===== src/qesb_pkg.sv =====
// Shared types, codes and constants for the quadrature encoder speed bucket block.
package qesb_pkg;

   // Width of the adjusted value and its limits
   localparam int VALUE_WIDTH = 16;
   // Signed working width for value arithmetic
   localparam int EXT_WIDTH   = VALUE_WIDTH + 2;
   localparam int BUCKET_W    = 8;
   localparam int TIME_W      = 16;
   localparam int CSR_DATA_W  = 16;
   localparam int CSR_INDEX_W = 2;

   // Pin pattern at rest, where a detent is counted
   localparam logic [1:0] IDLE_PINS = 2'b11;
   // Span thresholds for the bucket weights
   localparam int SPAN_FAST = 100;
   localparam int SPAN_MID  = 30;

   // Transaction kinds
   localparam logic [1:0] KIND_PIN    = 2'd0;
   localparam logic [1:0] KIND_TICK   = 2'd1;
   localparam logic [1:0] KIND_REPORT = 2'd2;

   // Register indexes
   localparam logic [CSR_INDEX_W-1:0] CSR_DIRECTION = 2'd0;
   localparam logic [CSR_INDEX_W-1:0] CSR_VERY_FAST = 2'd1;
   localparam logic [CSR_INDEX_W-1:0] CSR_FAST      = 2'd2;

   typedef logic signed [1:0] step_type;

   // Quadrature transition table, indexed by {previous pins, current pins}
   function automatic step_type step_of(input logic [3:0] idx);
      step_type s;
      case (idx)
         4'd1, 4'd7, 4'd8, 4'd14: s = -2'sd1;
         4'd2, 4'd4, 4'd11, 4'd13: s = 2'sd1;
         default: s = 2'sd0;
      endcase
      return s;
   endfunction

endpackage


===== src/quadrature_encoder_speed_buckets_top.sv =====
// Top level of the quadrature encoder decoder with speed buckets and value adjustment.
// Every transaction is registered on entry and processed from the input register, so the
// block takes one transaction per clock unless stalled; a report result is registered in
// the result register. Only the single result register holds the input back: while a
// result is stalled, a report waiting in the input register stalls the request side;
// pin samples and millisecond ticks keep flowing, as they produce no result.
module quadrature_encoder_speed_buckets_top (
   input  logic                                clock,
   input  logic                                reset,
   input  logic                                req_valid,
   output logic                                req_stall,
   input  logic [1:0]                          req_kind,
   input  logic [1:0]                          req_pins,
   input  logic [qesb_pkg::VALUE_WIDTH-1:0]    req_value,
   input  logic [qesb_pkg::VALUE_WIDTH-1:0]    req_low_limit,
   input  logic [qesb_pkg::VALUE_WIDTH-1:0]    req_high_limit,
   input  logic                                req_wrap,
   output logic                                rsp_valid,
   input  logic                                rsp_stall,
   output logic [qesb_pkg::VALUE_WIDTH-1:0]    rsp_new_value,
   output logic                                rsp_changed,
   output logic signed [7:0]                   rsp_shift,
   input  logic                                csr_write,
   input  logic [qesb_pkg::CSR_INDEX_W-1:0]    csr_index,
   input  logic [qesb_pkg::CSR_DATA_W-1:0]     csr_data
);
   import qesb_pkg::*;

   localparam int W = VALUE_WIDTH;

   // Configuration registers
   logic               dir_neg_ff;
   logic [TIME_W-1:0]  very_fast_ff;
   logic [TIME_W-1:0]  fast_ff;

   // Input register
   logic               s1_valid_ff;
   logic [1:0]         s1_kind_ff;
   logic [1:0]         s1_pins_ff;
   logic [W-1:0]       s1_value_ff;
   logic [W-1:0]       s1_lo_ff;
   logic [W-1:0]       s1_hi_ff;
   logic               s1_wrap_ff;

   // Decoder state
   logic [1:0]          last_pins_ff, last_pins_in;
   logic [7:0]          sub_ff, sub_in;
   logic [TIME_W-1:0]   now_ff, now_in;
   logic [TIME_W-1:0]   last_click_ff, last_click_in;
   logic [BUCKET_W-1:0] bucket_ff [3];
   logic [BUCKET_W-1:0] bucket_in [3];

   // Result register
   logic               rsp_valid_ff;
   logic [W-1:0]       new_value_ff, new_value_in;
   logic               changed_ff, changed_in;
   logic signed [7:0]  shift_ff, shift_in;

   // Handshake
   logic out_free;
   logic s1_is_report;
   logic s1_moves;
   logic req_take;

   assign out_free     = !rsp_valid_ff || !rsp_stall;
   assign s1_is_report = (s1_kind_ff == KIND_REPORT);
   assign s1_moves     = s1_valid_ff && (!s1_is_report || out_free);
   assign req_stall    = s1_valid_ff && !s1_moves;
   assign req_take     = req_valid && !req_stall;

   // Pin decode
   step_type          step_raw;
   logic [7:0]        step_ext;
   logic [7:0]        sub_next;
   logic              click;
   logic [BUCKET_W-1:0] click_inc;
   logic [TIME_W-1:0] delta;

   always_comb begin
      step_raw  = step_of({last_pins_ff, s1_pins_ff});
      step_ext  = {{6{step_raw[1]}}, step_raw};
      if (dir_neg_ff) begin
         step_ext = 8'(-step_ext);
      end
      sub_next  = 8'(sub_ff + step_ext);
      click     = (s1_pins_ff == IDLE_PINS) && (sub_next != 8'd0);
      click_inc = sub_next[7] ? {BUCKET_W{1'b1}} : BUCKET_W'(1);
      delta     = TIME_W'(now_ff - last_click_ff);
   end

   // Report arithmetic
   logic [W:0]               span_ext;
   logic signed [EXT_WIDTH-1:0] span_e;
   logic                     span_neg;
   logic                     span_fast;
   logic                     span_mid;
   logic [7:0]               b0, b1, b2;
   logic [7:0]               b1w, b2w;
   logic [7:0]               shift_u;
   logic signed [EXT_WIDTH-1:0] v_e, lo_e, hi_e, sh_e, half_e, res_e;

   always_comb begin
      span_ext  = {1'b0, s1_hi_ff} - {1'b0, s1_lo_ff};
      span_e    = {span_ext[W], span_ext};
      span_neg  = span_ext[W];
      span_fast = !span_neg && (span_ext[W-1:0] > W'(SPAN_FAST));
      span_mid  = !span_neg && (span_ext[W-1:0] > W'(SPAN_MID));
      b0 = bucket_ff[0];
      b1 = bucket_ff[1];
      b2 = bucket_ff[2];
      // Weight the buckets: 1,3,6 for a wide span, 1,2,3 for a middle one
      if (span_fast) begin
         b1w = 8'(b1 + {b1[6:0], 1'b0});
         b2w = 8'({b2[6:0], 1'b0} + {b2[5:0], 2'b00});
      end else if (span_mid) begin
         b1w = {b1[6:0], 1'b0};
         b2w = 8'(b2 + {b2[6:0], 1'b0});
      end else begin
         b1w = b1;
         b2w = b2;
      end
      shift_u = 8'(b0 + b1w + b2w);

      v_e    = {2'b00, s1_value_ff};
      lo_e   = {2'b00, s1_lo_ff};
      hi_e   = {2'b00, s1_hi_ff};
      half_e = {3'b000, span_ext[W-1:1]};
      sh_e   = {{(EXT_WIDTH-8){shift_u[7]}}, shift_u};

      // Halve an oversize shift
      if (sh_e > EXT_WIDTH'(1) && sh_e >= span_e) begin
         sh_e = half_e;
      end
      if (sh_e < -EXT_WIDTH'(1) && -sh_e >= span_e) begin
         sh_e = -half_e;
      end
      res_e = v_e + sh_e;

      // Wrap or saturate, then force into range
      if (res_e < lo_e) begin
         res_e = s1_wrap_ff ? res_e + span_e : lo_e;
      end else if (res_e > hi_e) begin
         res_e = s1_wrap_ff ? res_e - span_e : hi_e;
      end
      if (res_e < lo_e) begin
         res_e = lo_e;
      end
      if (res_e > hi_e) begin
         res_e = hi_e;
      end

      shift_in = shift_u;
      if (s1_value_ff > s1_hi_ff) begin
         new_value_in = s1_hi_ff;
         changed_in   = 1'b1;
      end else if (s1_value_ff < s1_lo_ff) begin
         new_value_in = s1_lo_ff;
         changed_in   = 1'b1;
      end else if (shift_u == 8'd0) begin
         new_value_in = s1_value_ff;
         changed_in   = 1'b0;
      end else begin
         new_value_in = res_e[W-1:0];
         changed_in   = (res_e != v_e);
      end
   end

   // Next state of the decoder
   always_comb begin
      last_pins_in  = last_pins_ff;
      sub_in        = sub_ff;
      now_in        = now_ff;
      last_click_in = last_click_ff;
      for (int i = 0; i < 3; i++) begin
         bucket_in[i] = bucket_ff[i];
      end
      if (s1_moves) begin
         case (s1_kind_ff)
            KIND_PIN: begin
               last_pins_in = s1_pins_ff;
               sub_in       = sub_next;
               if (click) begin
                  sub_in        = 8'd0;
                  last_click_in = now_ff;
                  if (delta < very_fast_ff) begin
                     bucket_in[2] = BUCKET_W'(bucket_ff[2] + click_inc);
                  end else if (delta < fast_ff) begin
                     bucket_in[1] = BUCKET_W'(bucket_ff[1] + click_inc);
                  end else begin
                     bucket_in[0] = BUCKET_W'(bucket_ff[0] + click_inc);
                  end
               end
            end
            KIND_TICK: begin
               now_in = TIME_W'(now_ff + 1'b1);
            end
            KIND_REPORT: begin
               for (int i = 0; i < 3; i++) begin
                  bucket_in[i] = '0;
               end
            end
            default: begin
            end
         endcase
      end
   end

   // Configuration writes
   always_ff @(posedge clock) begin
      if (reset) begin
         dir_neg_ff   <= 1'b0;
         very_fast_ff <= TIME_W'(50);
         fast_ff      <= TIME_W'(150);
      end else if (csr_write) begin
         unique case (csr_index)
            CSR_DIRECTION: dir_neg_ff   <= csr_data[0];
            CSR_VERY_FAST: very_fast_ff <= csr_data[TIME_W-1:0];
            CSR_FAST:      fast_ff      <= csr_data[TIME_W-1:0];
            default: begin
            end
         endcase
      end
   end

   // Input register: control
   always_ff @(posedge clock) begin
      if (reset) begin
         s1_valid_ff <= 1'b0;
      end else if (req_take) begin
         s1_valid_ff <= 1'b1;
      end else if (s1_moves) begin
         s1_valid_ff <= 1'b0;
      end
   end

   // Input register: payload
   always_ff @(posedge clock) begin
      if (req_take) begin
         s1_kind_ff  <= req_kind;
         s1_pins_ff  <= req_pins;
         s1_value_ff <= req_value;
         s1_lo_ff    <= req_low_limit;
         s1_hi_ff    <= req_high_limit;
         s1_wrap_ff  <= req_wrap;
      end
   end

   // Decoder state
   always_ff @(posedge clock) begin
      if (reset) begin
         last_pins_ff  <= IDLE_PINS;
         sub_ff        <= 8'd0;
         now_ff        <= '0;
         last_click_ff <= '0;
         for (int i = 0; i < 3; i++) begin
            bucket_ff[i] <= '0;
         end
      end else begin
         last_pins_ff  <= last_pins_in;
         sub_ff        <= sub_in;
         now_ff        <= now_in;
         last_click_ff <= last_click_in;
         for (int i = 0; i < 3; i++) begin
            bucket_ff[i] <= bucket_in[i];
         end
      end
   end

   // Result register: control
   always_ff @(posedge clock) begin
      if (reset) begin
         rsp_valid_ff <= 1'b0;
      end else if (s1_moves && s1_is_report) begin
         rsp_valid_ff <= 1'b1;
      end else if (!rsp_stall) begin
         rsp_valid_ff <= 1'b0;
      end
   end

   // Result register: payload
   always_ff @(posedge clock) begin
      if (s1_moves && s1_is_report) begin
         new_value_ff <= new_value_in;
         changed_ff   <= changed_in;
         shift_ff     <= shift_in;
      end
   end

   assign rsp_valid     = rsp_valid_ff;
   assign rsp_new_value = new_value_ff;
   assign rsp_changed   = changed_ff;
   assign rsp_shift     = shift_ff;

   // A report that leaves the input register lands in the result register
   a_report_lands: assert property (@(posedge clock) disable iff (reset)
      s1_moves && s1_is_report |=> rsp_valid_ff)
      else $error("report transaction lost");

   // A report clears all buckets
   a_report_clears: assert property (@(posedge clock) disable iff (reset)
      s1_moves && s1_is_report |=>
         (bucket_ff[0] == '0) && (bucket_ff[1] == '0) && (bucket_ff[2] == '0))
      else $error("buckets not cleared by report");

   // Resting pins leave no sub-position behind
   a_detent_clears_sub: assert property (@(posedge clock) disable iff (reset)
      s1_moves && (s1_kind_ff == KIND_PIN) && (s1_pins_ff == IDLE_PINS) |=>
         (sub_ff == 8'd0))
      else $error("sub-position left at rest");

   // Stall only while a report waits behind a held result
   a_stall_cause: assert property (@(posedge clock) disable iff (reset)
      req_stall |-> s1_valid_ff && s1_is_report && rsp_valid_ff && rsp_stall)
      else $error("request stalled without cause");

endmodule


===== config.mk =====
export PLATFORM = sky130hd
export DESIGN_NAME = quadrature_encoder_speed_buckets_top
export DESIGN_NICKNAME = d
export VERILOG_FILES = /design/src/qesb_pkg.sv /design/src/quadrature_encoder_speed_buckets_top.sv
export SDC_FILE = /design/constraint.sdc
export NUM_CORES = 1
export LEC_CHECK = 0
export ABC_AREA = 0
export BUFFER_PORTS_ARGS = -buffer_cell sky130_fd_sc_hd__buf_2
export CAP_MARGIN = 10
export CORE_ASPECT_RATIO = 1.2
export CORE_MARGIN = 5
export CORE_UTILIZATION = 64
export CTS_CLUSTER_DIAMETER = 40
export DETAILED_ROUTE_END_ITERATION = 12
export GPL_TIMING_DRIVEN = 0
export PLACE_DENSITY_LB_ADDON = 0.15
export REMOVE_ABC_BUFFERS = 1
export SLEW_MARGIN = 20
export SYNTH_ARGS = -nofsm -noshare
export SYNTH_HDL_FRONTEND = slang
export SYNTH_SLANG_ARGS = --single-unit

===== constraint.sdc =====
create_clock -name clock -period 27.9 [get_ports clock]
set_input_delay 5.58 -clock clock [delete_from_list [all_inputs] [get_ports clock]]
set_output_delay 5.58 -clock clock [all_outputs]
set_load 0.1 [all_outputs]

==> flow_metrics.env <==
export IMPL_synth_async_reset_ratio_pct=0
export IMPL_r2r_end="rsp_changed"
export IMPL_synth_top_flop_cell="dfxtp_1"
export IMPL_rows=68
export IMPL_synthSimpleGateAreaFrac_pct=16.3
export IMPL_ant_nets=0
export IMPL_powerDensity_mw_per_mm2=84.9
export IMPL_fp_coreArea_mm2=0.0288
export IMPL_cts_buffer_depth=2
export IMPL_seq_area_frac_synth_pct=23.5
export IMPL_synth_compound_area_share_pct=23.1
export IMPL_dp_hpwl_um=44200
export IMPL_synth_distinct_cells=95
export IMPL_synth_xor_area_share_pct=7.07
export IMPL_clk_latency_ps=460
export IMPL_place_inst=2689
export IMPL_crit_type="reg2reg"
export IMPL_dr_pass1_iters=8
export IMPL_setup_tns_ps=0
export IMPL_clkTransAtPathRegs_ps=80
export IMPL_skew_ps=17.8
export IMPL_multi_input_area_mm2=0.0134
export IMPL_nFillCells=2346
export IMPL_critical_path_max_stage_delay_ps=590
export IMPL_tightest_slew_ps=1020
export IMPL_grt_usage_pct=33.3
export IMPL_synth_seq_cells=179
export IMPL_grt_pass1_vias=17000
export IMPL_startpoint_type="flop"
export IMPL_syn_cell_area_mm2=0.0186
export IMPL_via_count=17400
export IMPL_grt_pass1_wl_um=88200
export IMPL_peakVddDrop_mv=0.0490
export IMPL_first_iter_violations=1292
export IMPL_synthToLayoutAreaGrowth_pct=9.23
export IMPL_port_buffers=102
export IMPL_cp_required_ps=28090
export IMPL_period_share_pct=94.4
export IMPL_period_minus_slack_ps=26350
export IMPL_numCtsBuffers=17
export IMPL_layout_drive_gt1_share_pct=9.86
export IMPL_cts_root_buf="clkbuf_16"
export IMPL_maxCapViolations=0
export IMPL_p_leak_nw=9.12
export IMPL_timing_rr_start="s1_hi_ff[0]"
export IMPL_rsz0062_at_grt="false"
export IMPL_synth_warnings=0
export IMPL_regToRegSetupSlack_ps=1550
export IMPL_ys_top_cells_by_count="ha_1, a21oi_1, nand2_1"
export IMPL_min_path_cells=2
export IMPL_die_h_um=197
export IMPL_antennaDiodeCount=0
export IMPL_min_from="very_fast_ff[12]"
export IMPL_hold_ws_ps=458
export IMPL_synth_most_common_cell="ha_1"
export IMPL_crit_slowest_cell="a41oi_4"
export IMPL_io_pins=103
export IMPL_gp_congestion=0.967
export IMPL_synth_edff_count=78
export IMPL_max_freq_mhz=38.0
export IMPL_nets=2714
export IMPL_clock_sinks=179
export IMPL_layoutNonFillerInstCount=2728
export IMPL_synth_top_family_by_area="compound AO/OA/AOI/OAI gates"
export IMPL_cp_end_kind="flop"
export IMPL_final_hold_viol_count=0
export IMPL_whs_endpoint="very_fast_ff[12]"
export IMPL_muxShareOfSynthArea_pct=3.16
export IMPL_synth_avg_cell_area_um2=8.25
export IMPL_holdCritPathClass="reg2reg"
export IMPL_register_area_mm2=0.00436
export IMPL_h_tree_depth=4
export IMPL_grt_max_degree=75
export IMPL_antenna_found_initial=0
export IMPL_cts_tree="done"
export IMPL_crit_top_cell="a21oi_1"
export IMPL_status="complete, no violations"
export IMPL_max_slew_margin_rel_pct=31.6
export IMPL_synth_top_area_share_pct=19.4
export IMPL_routed_wl_um=56200
export IMPL_setup_viol=0
export IMPL_dieArea_mm2=0.0326
export IMPL_viasPerCell=6.37
export IMPL_slew_violations=0
export IMPL_cp_max_fo=34
export IMPL_die_x_um=166
export IMPL_grt_overflow=0
export IMPL_synth_fa_ha_area_share_pct=21.5
export IMPL_synth_top_cells_by_area="ha_1, edfxtp_1, dfxtp_1, a21oi_1, nand2_1"
export IMPL_r2r_cells=104
export IMPL_crit_arrival_ps=26540
export IMPL_route_detailed_drc=0
export IMPL_wl_per_cell_um=20.6
export IMPL_start_util_pct=64.7
export IMPL_postSynthCellCount=2254
export IMPL_yosysTopAreaCell="ha_1"
[stage by stage]
stage | setup WS [ps] | total power, mW | util, % | area [um2]
3_5_place_dp | 73.0 | 1.42 | 68.2 | 19600
4_1_cts | 280 | 1.68 | 70.3 | 20200
3_3_place_gp | -2190 | 1.38 | 67.2 | 19300
2_1_floorplan | 5430 | 1.10 | - | 18300
5_1_grt | 121 | 1.84 | 70.7 | 20300
6_report | 1550 | 1.73 | 70.7 | 20300
[cell families after synthesis]
group / Yosys count
and+or+nand+nor: 641
xor gates and xnor gates: 145
adders and majority gates: 308
DFF: 179
buffers and inverters: 261
muxes: 55
AOI/OAI and AO/OA: 665
[where the power goes]
group | leakage [nW] | internal [mW] | total [mW] | switching, mW
logic | 7.26 | 0.441 | 1.18 | 0.737
clock network | 0.294 | 0.123 | 0.254 | 0.131
registers | 1.56 | 0.284 | 0.294 | 0.0103
[placed cells by master, fill, tap and decap left out, drive strengths merged, types with 7 or more instances in the layout]
cell type and instances:
xnor2 91, o21ai 115, nand4 23, nor3 39, a211o 11, nand2b 40
and3 17, edfxtp 78, mux2i 43, o21a 33, nand2 214, a221oi 8
inv 199, nand3 31, clkbuf 18, and2 8, fa 19, o211ai 28
mux2 10, o21bai 33, a211oi 14, a22oi 14, nor2b 22, or3 21
o31ai 12, nor4 11, o311ai 10, xor2 54, a21oi 246, dfxtp 101
a31oi 16, clkinv 7, buf 124, or2 10, a21o 61, ha 289
or4 7, nor2 181
[sequential cells by signal (all words and copies together) (netlist names)]
signal,count
bucket_ff,24
fast_ff,16
last_click_ff,16
now_ff,16
rsp_new_value,16
s1_hi_ff,16
s1_lo_ff,16
s1_value_ff,16
very_fast_ff,16
rsp_shift,8
sub_ff,8
last_pins_ff,2
s1_kind_ff,2
s1_pins_ff,2
dir_neg_ff,1
rsp_changed,1
rsp_valid,1
s1_valid_ff,1
s1_wrap_ff,1
[layout make-up]
class	count	share of cell area, %
Clock buffer	18	2.11
Clock inverter	14	0.887
Inverter	193	3.60
Multi-Input combinational cell	1815	65.8
Sequential cell	179	21.5
Tap cell	385	2.37
Timing Repair Buffer	124	3.74
[metal layers]
metal  up-vias  part of all wire (%)  track usage [%]
li1       8267                     -                -
met2       740                    49             59.9
met4         0                   7.7             20.6
met5         -                     0                0
met3       249                   6.2             4.79
met1      8125                    37             37.3
[timing repair]
action / 4_1_cts / 5_1_grt
resized for setup: 1 / 7
cloned: 0 / 1
setup endpoints to repair: 1 / 17
pin swaps: 0 / 1
hold buffers: 0 / 0
setup buffers: 0 / 6
[critical path: cells and delay by family (launching register included)]
kind	cells	cell delay, ps
buffers and inverters	10	2000
DFF	1	500
AOI/OAI and AO/OA	43	10640
adders and majority gates	14	4810
xor gates and xnor gates	6	2060
muxes	4	1140
and+or+nand+nor	27	4820
[worst max-delay path by stage]
stage | startpoint | end | slack (ps) | cells past startpoint
floorplan | s1_hi_ff[0] | rsp_changed | 5430 | 97
global placement | s1_hi_ff[0] | rsp_changed | -2190 | 98
detailed placement | s1_hi_ff[0] | rsp_changed | 70 | 102
CTS | s1_hi_ff[0] | rsp_changed | 280 | 102
global route | s1_hi_ff[0] | rsp_changed | 120 | 103
finish | s1_hi_ff[0] | rsp_changed | 1550 | 104
(Power assumes the default switching activity.)
